### config.mk
export PLATFORM = sky130hd
export DESIGN_NAME = chm_ctrl
export DESIGN_NICKNAME = d
export VERILOG_FILES = /design/src/chm_pkg.sv /design/src/chm_ctrl.sv
export SDC_FILE = /design/constraint.sdc
export NUM_CORES = 1
export LEC_CHECK = 0
export BUFFER_PORTS_ARGS = -buffer_cell sky130_fd_sc_hd__buf_4
export CAP_MARGIN = 20
export CORE_AREA = 2 2 39 41
export CTS_CLUSTER_SIZE = 28
export DETAILED_ROUTE_END_ITERATION = 16
export DIE_AREA = 0 0 41 43
export PLACE_DENSITY = 0.38
export SLEW_MARGIN = 10
export SYNTH_ARGS = -nofsm -noshare
export SYNTH_HDL_FRONTEND = slang
export SYNTH_SLANG_ARGS = --single-unit
### constraint.sdc
create_clock -name i_clk -period 1.4 [get_ports i_clk]
set_clock_uncertainty 0.15 [all_clocks]
set_input_delay 0.07 -clock i_clk [delete_from_list [all_inputs] [get_ports i_clk]]
set_output_delay 0.07 -clock i_clk [all_outputs]
set_load 0.02 [all_outputs]
### src/chm_pkg.sv
// ----------------------------------------------------------------------------
// chm_pkg: shared types and constants of the chained hash map engine
// Payload structs, function and status codes, controller interface structs.
// ----------------------------------------------------------------------------
package chm_pkg;

    localparam int BUCKETS     = 64;
    localparam int ENTRIES     = 256;
    localparam int CHAIN_LIMIT = 256;
    localparam int BW = $clog2(BUCKETS);
    localparam int EW = $clog2(ENTRIES);
    localparam int PW = EW + 1;

    localparam logic [1:0] FUNC_INSERT = 2'd0;
    localparam logic [1:0] FUNC_LOOKUP = 2'd1;
    localparam logic [1:0] FUNC_DELETE = 2'd2;
    localparam logic [1:0] FUNC_NOP    = 2'd3;

    localparam logic [1:0] ST_DONE = 2'd0;
    localparam logic [1:0] ST_MISS = 2'd1;
    localparam logic [1:0] ST_FULL = 2'd2;

    localparam logic [PW-1:0] NIL = PW'(ENTRIES);

    typedef struct packed {
        logic [1:0]  func;
        logic [31:0] key;
        logic [31:0] value;
    } t_req;

    typedef struct packed {
        logic [1:0]    status;
        logic          found;
        logic [31:0]   value_out;
        logic [PW-1:0] entry_total;
    } t_rsp;

    // controller -> datapath
    typedef struct packed {
        logic load;     // capture request, read bucket head
        logic step;     // take head, or read entry at cursor and advance
        logic finish;   // apply update, register result
    } t_cmd;

    // datapath -> controller
    typedef struct packed {
        logic walk_end;  // cursor is nil, hit, or walk exhausted
    } t_sts;

endpackage

### src/chm_ctrl.sv
// ----------------------------------------------------------------------------
// chm_ctrl: request sequencer
// Accepts a request, steps the chain walk, finishes and holds the result item.
// ----------------------------------------------------------------------------
module chm_ctrl (
    input  logic          i_clk,
    input  logic          i_rst_n,
    input  logic          i_valid,
    output logic          o_ready,
    output logic          o_valid,
    input  logic          i_ready,
    input  chm_pkg::t_sts i_sts,
    output chm_pkg::t_cmd o_cmd
);
    import chm_pkg::*;

    typedef enum logic [3:0] {
        S_IDLE = 4'b0001,
        S_WALK = 4'b0010,
        S_FIN  = 4'b0100,
        S_OUT  = 4'b1000
    } t_state;

    t_state r_state, n_state;

    assign o_ready = (r_state == S_IDLE);
    assign o_valid = (r_state == S_OUT);

    always_comb begin
        n_state = r_state;
        o_cmd   = '0;
        unique case (r_state)
            S_IDLE: if (i_valid) begin
                o_cmd.load = 1'b1;
                n_state    = S_WALK;
            end
            S_WALK: begin
                if (i_sts.walk_end) n_state = S_FIN;
                else o_cmd.step = 1'b1;
            end
            S_FIN: begin
                o_cmd.finish = 1'b1;
                n_state      = S_OUT;
            end
            S_OUT: if (i_ready) n_state = S_IDLE;
            default: n_state = S_IDLE;
        endcase
    end

    always_ff @(posedge i_clk) begin
        if (!i_rst_n) r_state <= S_IDLE;
        else r_state <= n_state;
    end
endmodule

==> results of run 1 <==
synth_stat cells:
cell type	count	share of area (%)
a21oi_1	1	1.8
or3b_1	1	3.2
buf_2	1	1.8
nor3b_1	2	5.5
a311oi_1	1	3.2
dfxtp_1	4	29
or2b_1	1	2.7
o21a_1	1	2.7
o21ai_0	1	1.8
nor2_1	2	2.7
nor3_1	1	1.8
and3_2	1	2.7
a211oi_1	1	2.7
buf_6	1	4.1
nand2_1	3	4.1
nor4b_4	1	8.6
o221ai_1	1	3.2
nor3_2	1	3.6
inv_1	4	5.5
nand2b_1	2	4.5
nor4_1	2	4.5
metrics by stage:
| step | instances | hold slack, ns | power [mW] | setup WS (ns) |
|---|---|---|---|---|
| final | 71 | 0.02220 | 0.4218 | -0.05974 |
| after detailed placement | 59 | 0.1457 | 0.2209 | -0.01775 |
| after CTS | 69 | 0.004317 | 0.3953 | -0.1101 |
| after global placement | 59 | 0.1630 | 0.2225 | -0.04290 |
| after floorplan | 33 | -0.001383 | 0.1871 | 0.007407 |
| after global routing | 71 | 0.002789 | 0.4547 | -0.1381 |
where the power goes:
group	internal, mW	switching, mW	leakage [nW]
sequential	0.122	0.0182	0.0341
combinational	0.0802	0.0520	0.194
clock	0.0963	0.0528	0.0138
critical path, stage by stage (launching register included):
cell and delay (ns):
dfxtp_2 0.31, buf_6 0.12, nor4b_4 0.27, nand2_1 0.11, inv_1 0.07, buf_6 0.11
cell type report:
class                      count  area share [%]
multi-input combinational     23           38.99
timing repair buffer          21           34.40
sequential                     4           16.06
clock buffer                   3           4.128
tap                           16           3.670
inverter                       4           2.752
worst max-delay path by stage:
stage | endpoint | slack (ns)
final | o_cmd[2] | -0.06
after floorplan | r_state[1]$_SDFFE_PN0P_ | 0.007
after CTS | o_cmd[2] | -0.11
after global routing | o_cmd[2] | -0.14
after detailed placement | r_state[0]$_SDFFE_PN1P_ | -0.02
after global placement | r_state[0]$_SDFFE_PN1P_ | -0.04
what timing repair did:
item	4_1_cts	5_1_grt
endpoints found under the setup margin	6	7
hold endpoints to repair	4	1
setup buffers	4	2
resized for setup	6	14
pin swaps	2	3
logic make-up after synthesis:
logic type | Yosys count | synth area share [%]
buf+inv | 6 | 11.36
compound gates | 6 | 15.45
simple gates | 17 | 44.09
flops | 4 | 29.09
layer usage:
layer  part of all wire [%]  track usage [%]  vias up
met5                      0                0        -
met4                      0            14.00        0
met3                    3.2            4.712        0
met2                     53            12.19        9
met1                     44            13.78      145
li1                       -                -      162
==> reports/metrics.csv, run 1 <==
stage;metric;value;unit
global_route;total grt overflow;0;
final_layout;layout cells sized above 1;63.64;%
worst_hold_path;Hold Crit Class;primary input to flop;
final_layout;Top reg by flops;r_state;
setup_path;R2R setup slack;0.03;ns
setup_path;crit path from;r_state[3]$_SDFFE_PN0P_;
floorplanning;Initial Utilization;19.89;%
final_layout;fillers;140;
floorplanning;Rows;14;
global_route;number of global-route vias before repair;304;
route;Initial DRT Pass Iterations;4;
setup_path;R2R cell count;6;
sta;fin worst setup slack;-0.05974;ns
final_layout;Final nets;62;
final_layout;area of the multi-input gates;212.7;sq um
final_layout;utilization after layout;39.42;%
sta;final setup fails;3;
clocking;Clock Latency Late Sink;0.24;ns
yosys;synthesis warning total;0;
route;Vias;316;
clocking;CTS clk-pin slew, worst paths;0.04;ns
setup_path;crit path kind;flop to output port;
place;Final GP Congestion;0.7573;
sta;Fmax;0.6851;GHz
clocking;Sink Count;4;
yosys;Gate Count Post-Synth;33;
yosys;Mapped Area;275.3;sq um
outcome;violated checks;negative setup slack;
power_and_ir_drop;P per Cell Area;773.1;nW/um^2
sta;final hold violations;0;
route;drt total wl;778;microns
final_layout;antenna diode count;0;
final_layout;FF/Latch Area;87.58;sq um
power_and_ir_drop;peak supply drop;275.7;uV
final_layout;most frequent cells in the layout;12 x buf_4, 6 x buf_6;
route;DRC viols;0;
global_route;initial antenna violation count;0;
global_route;Overall Global Routing Usage;11.23;%
clocking;clk buf depth;2;
yosys;Mapped Avg Cell Area;8.341;sq um
route;vias per std cell;4.451;
clocking;CTS root buffer;clkbuf_4;
sta;RSZ-0062 raised after global routing;yes;
yosys;Synth cell types;21;
setup_path;Worst R2R End;r_state[0]$_SDFFE_PN1P_;
yosys;post-synthesis sequential area ratio;29.09;%
clocking;CTS Buf Count;3;
worst_hold_path;hold path start;i_ready;
run;max cap viols;0;
clocking;TritonCTS clock tree;yes;
worst_hold_path;Hold EP;r_state[3]$_SDFFE_PN0P_;
sta;Worst slew margin;84.55;%
outcome;status;finished, violations left;
sta;Slew Limit Fails;0;
yosys;Yosys reg bits;4;
setup_path;worst-path maximum fanout;5;
setup_path;CP Data Arrival Time;1.24;ns
global_route;first-pass GRT wire length;1.228;mm
setup_path;startpoint types;flop;
yosys;Synth Net Count;38;
floorplanning;Die Wd;41;microns
sta;minimum clock period;1.460;ns
setup_path;Req. time, crit path;1.18;ns
route;antenna-violating nets left;0;
place;port buffer count;9;
sta;setup_tns;-0.1354;ns
final_layout;max reg flops;4;
worst_hold_path;Hold Path Cell Cnt;3;
power_and_ir_drop;Leak;0.2422;nW
floorplanning;core box area;1384;sq um
sta;Slew @ Worst Pin;0.2305;ns
final_layout;area grow syn2layout;98.18;%
clocking;CTS hold repair buffers;3;
setup_path;FF-to-FF Start;r_state[3]$_SDFFE_PN0P_;
final_layout;Top Registers;r_state (4);
place;DP HPWL;490.2;microns
route;WL per Instance;10.96;microns
floorplanning;die outline area;1763;sq um
sta;Final Cycle Share;104.3;%
final_layout;Final Cell Area;545.5;sq um
place;placed inst area;375.4;sq um
route;initial detailed-routing violation count;5;
global_route;largest net degree at the start of global routing;10;
setup_path;Critical Path End Type;output port;
final_layout;commonest non-fill, non-tap cell in the layout;buf_4;
floorplanning;die height;43;microns
clocking;H-tree depth;1;
floorplanning;IO Count;10;
Note: power is estimated with default switching activity, not from simulation.
==> inputs of run 2 (changes only) <==
==> constraint.sdc (replaced) <==
create_clock -name i_clk -period 1.4 [get_ports i_clk]
set_clock_uncertainty 0.15 [all_clocks]
set_input_delay 0.28 -clock i_clk [delete_from_list [all_inputs] [get_ports i_clk]]
set_output_delay 0.28 -clock i_clk [all_outputs]
set_load 0.02 [all_outputs]
==> reports/metrics.csv, run 2 (same netlist as run 1, synthesis figures left out) <==
stage;metric;value;unit;change
clocking;clk buf depth;2;;unchanged
setup_path;Critical Path End Type;output port;;
run;max cap viols;0;;unchanged
clocking;CTS clk-pin slew, worst paths;0.04;ns;about the same
clocking;CTS hold repair buffers;0;;-3
global_route;initial antenna violation count;0;;unchanged
floorplanning;die height;43;microns;unchanged
worst_hold_path;hold path start;i_rst_n;;
final_layout;Final nets;58;;-6.5%
place;placed instance count;62;;+5.1%
clocking;CTS Buf Count;3;;unchanged
place;worst slack, placed;-0.03742;ns;-0.01967 ns
floorplanning;die outline area;1763;sq um;unchanged
sta;Worst slew margin;84.45;%;-0.10 points
setup_path;crit path kind;flop to output port;;
final_layout;max reg flops;4;;unchanged
power_and_ir_drop;P per Cell Area;793.5;nW/um^2;+2.6%
outcome;status;finished, violations left;;
final_layout;Final Cell Area;513.0;sq um;-6.0%
global_route;number of global-route vias before repair;283;;-6.9%
worst_hold_path;Hold EP;r_state[0]$_SDFFE_PN1P_;;
route;Initial DRT Pass Iterations;2;;-2
clocking;Clock Latency Late Sink;0.23;ns;about the same
sta;final setup fails;7;;+4
final_layout;utilization after layout;37.07;%;-2.4 points
floorplanning;Initial Utilization;19.89;%;unchanged
floorplanning;Die Wd;41;microns;unchanged
clocking;TritonCTS clock tree;yes;;
place;placed inst area;397.9;sq um;+6.0%
final_layout;Top Registers;r_state (4);;
worst_hold_path;Hold Crit Class;primary input to flop;;
route;initial detailed-routing violation count;5;;unchanged
route;DRC viols;0;;unchanged
floorplanning;IO Count;10;;unchanged
setup_path;R2R setup slack;-0.03;ns;-0.06 ns
clocking;CTS root buffer;clkbuf_4;;
final_layout;commonest non-fill, non-tap cell in the layout;buf_4;;
sta;fin worst setup slack;-0.1841;ns;-0.1243 ns
sta;Final Cycle Share;113.1;%;+8.9 points
place;Final GP Congestion;0.7239;;-4.4%
setup_path;FF-to-FF Start;r_state[1]$_SDFFE_PN0P_;;
worst_hold_path;Hold Path Cell Cnt;2;;-1
route;metal1 wirelength;308;microns;-9.4%
sta;setup_tns;-0.7291;ns;-0.5937 ns
clocking;Sink Count;4;;unchanged
setup_path;crit path from;r_state[3]$_SDFFE_PN0P_;;
sta;RSZ-0062 raised after global routing;yes;;
power_and_ir_drop;peak supply drop;466.3;uV;+69%
outcome;violated checks;negative setup slack;;
sta;minimum clock period;1.584;ns;+0.1243 ns
sta;Fmax;0.6313;GHz;-7.8%
power_and_ir_drop;final total power;0.4071;mW;-3.5%
route;Highest Signal Layer;met3;;
route;WL met3;47;microns;+88%
global_route;total grt overflow;0;;unchanged
route;drt total wl;765;microns;-1.7%
global_route;first-pass GRT wire length;1.159;mm;-5.6%
setup_path;CP Data Arrival Time;1.15;ns;-0.09 ns
route;Vias;309;;-2.2%
floorplanning;core box area;1384;sq um;unchanged
global_route;largest net degree at the start of global routing;8;;-2
setup_path;R2R cell count;5;;-1
setup_path;worst-path maximum fanout;6;;+1
place;DP HPWL;534.1;microns;+9.0%
setup_path;startpoint types;flop;;
final_layout;area grow syn2layout;86.36;%;
route;routed length on met2;409;microns;-0.73%
place;port buffer count;9;;unchanged
route;antenna-violating nets left;0;;unchanged
setup_path;Req. time, crit path;0.97;ns;-0.21 ns
final_layout;layout cells sized above 1;68.63;%;+5.0 points
floorplanning;Rows;14;;unchanged
sta;Slew @ Worst Pin;0.2311;ns;+0.0006435 ns
sta;Slew Limit Fails;0;;unchanged
sta;final hold violations;0;;unchanged
final_layout;antenna diode count;0;;unchanged
final_layout;Top reg by flops;r_state;;
clocking;H-tree depth;1;;unchanged
route;vias per std cell;4.612;;+3.6%
final_layout;Layout Cells excl Fill;67;;-5.6%
setup_path;Worst R2R End;r_state[0]$_SDFFE_PN1P_;;
final_layout;most frequent cells in the layout;9 x buf_4, 8 x buf_6, 3 x inv_1, 3 x clkbuf_4, 3 x dfxtp_4;;
route;WL per Instance;11.42;microns;+4.2%
global_route;Overall Global Routing Usage;9.739;%;-1.5 points
power_and_ir_drop;Leak;0.2244;nW;-7.3%
sta;final hold slack;0.1193;ns;+0.09707 ns
run 2: report_power, final:
group          internal (mW)  switching, mW  leakage, nW
clock network         0.0956         0.0440       0.0138
logic                 0.0773         0.0579        0.176
registers              0.119         0.0134       0.0347
total                  0.292          0.115        0.224
run 2: routing by layer:
layer,GRT usage [%],vias to the layer above
met5,0,-
met2,13.44,10
met3,6.806,0
met1,12.22,143
li1,-,156
met4,2.000,0
run 2: critical path, stage by stage (launching register included):
cell and delay (ns):
dfxtp_4 0.36, nor4b_4 0.30, buf_4 0.16, buf_6 0.11
run 2: layout make-up:
type / instances / area, sq um
flip-flops and latches: 4 / 92.59
well taps: 16 / 20.02
clock buffers: 3 / 22.52
inverters: 4 / 15.01
fillers: 141 / 870.8
multi-input cells: 23 / 205.2
repair buffers: 17 / 157.7
run 2: repair_timing:
item	4_1_cts	5_1_grt
setup endpoints to repair	7	7
buffers inserted	3	1
pin swaps	8	5
gates resized for setup	16	9
run 2: how the worst max path moves through the flow:
stage,to,depth (start not counted)
after floorplan,o_cmd[2],4
after global placement,r_state[1]$_SDFFE_PN0P_,4
after detailed placement,r_state[0]$_SDFFE_PN1P_,3
after CTS,o_cmd[2],4
after global routing,o_cmd[2],4
final,o_ready,3
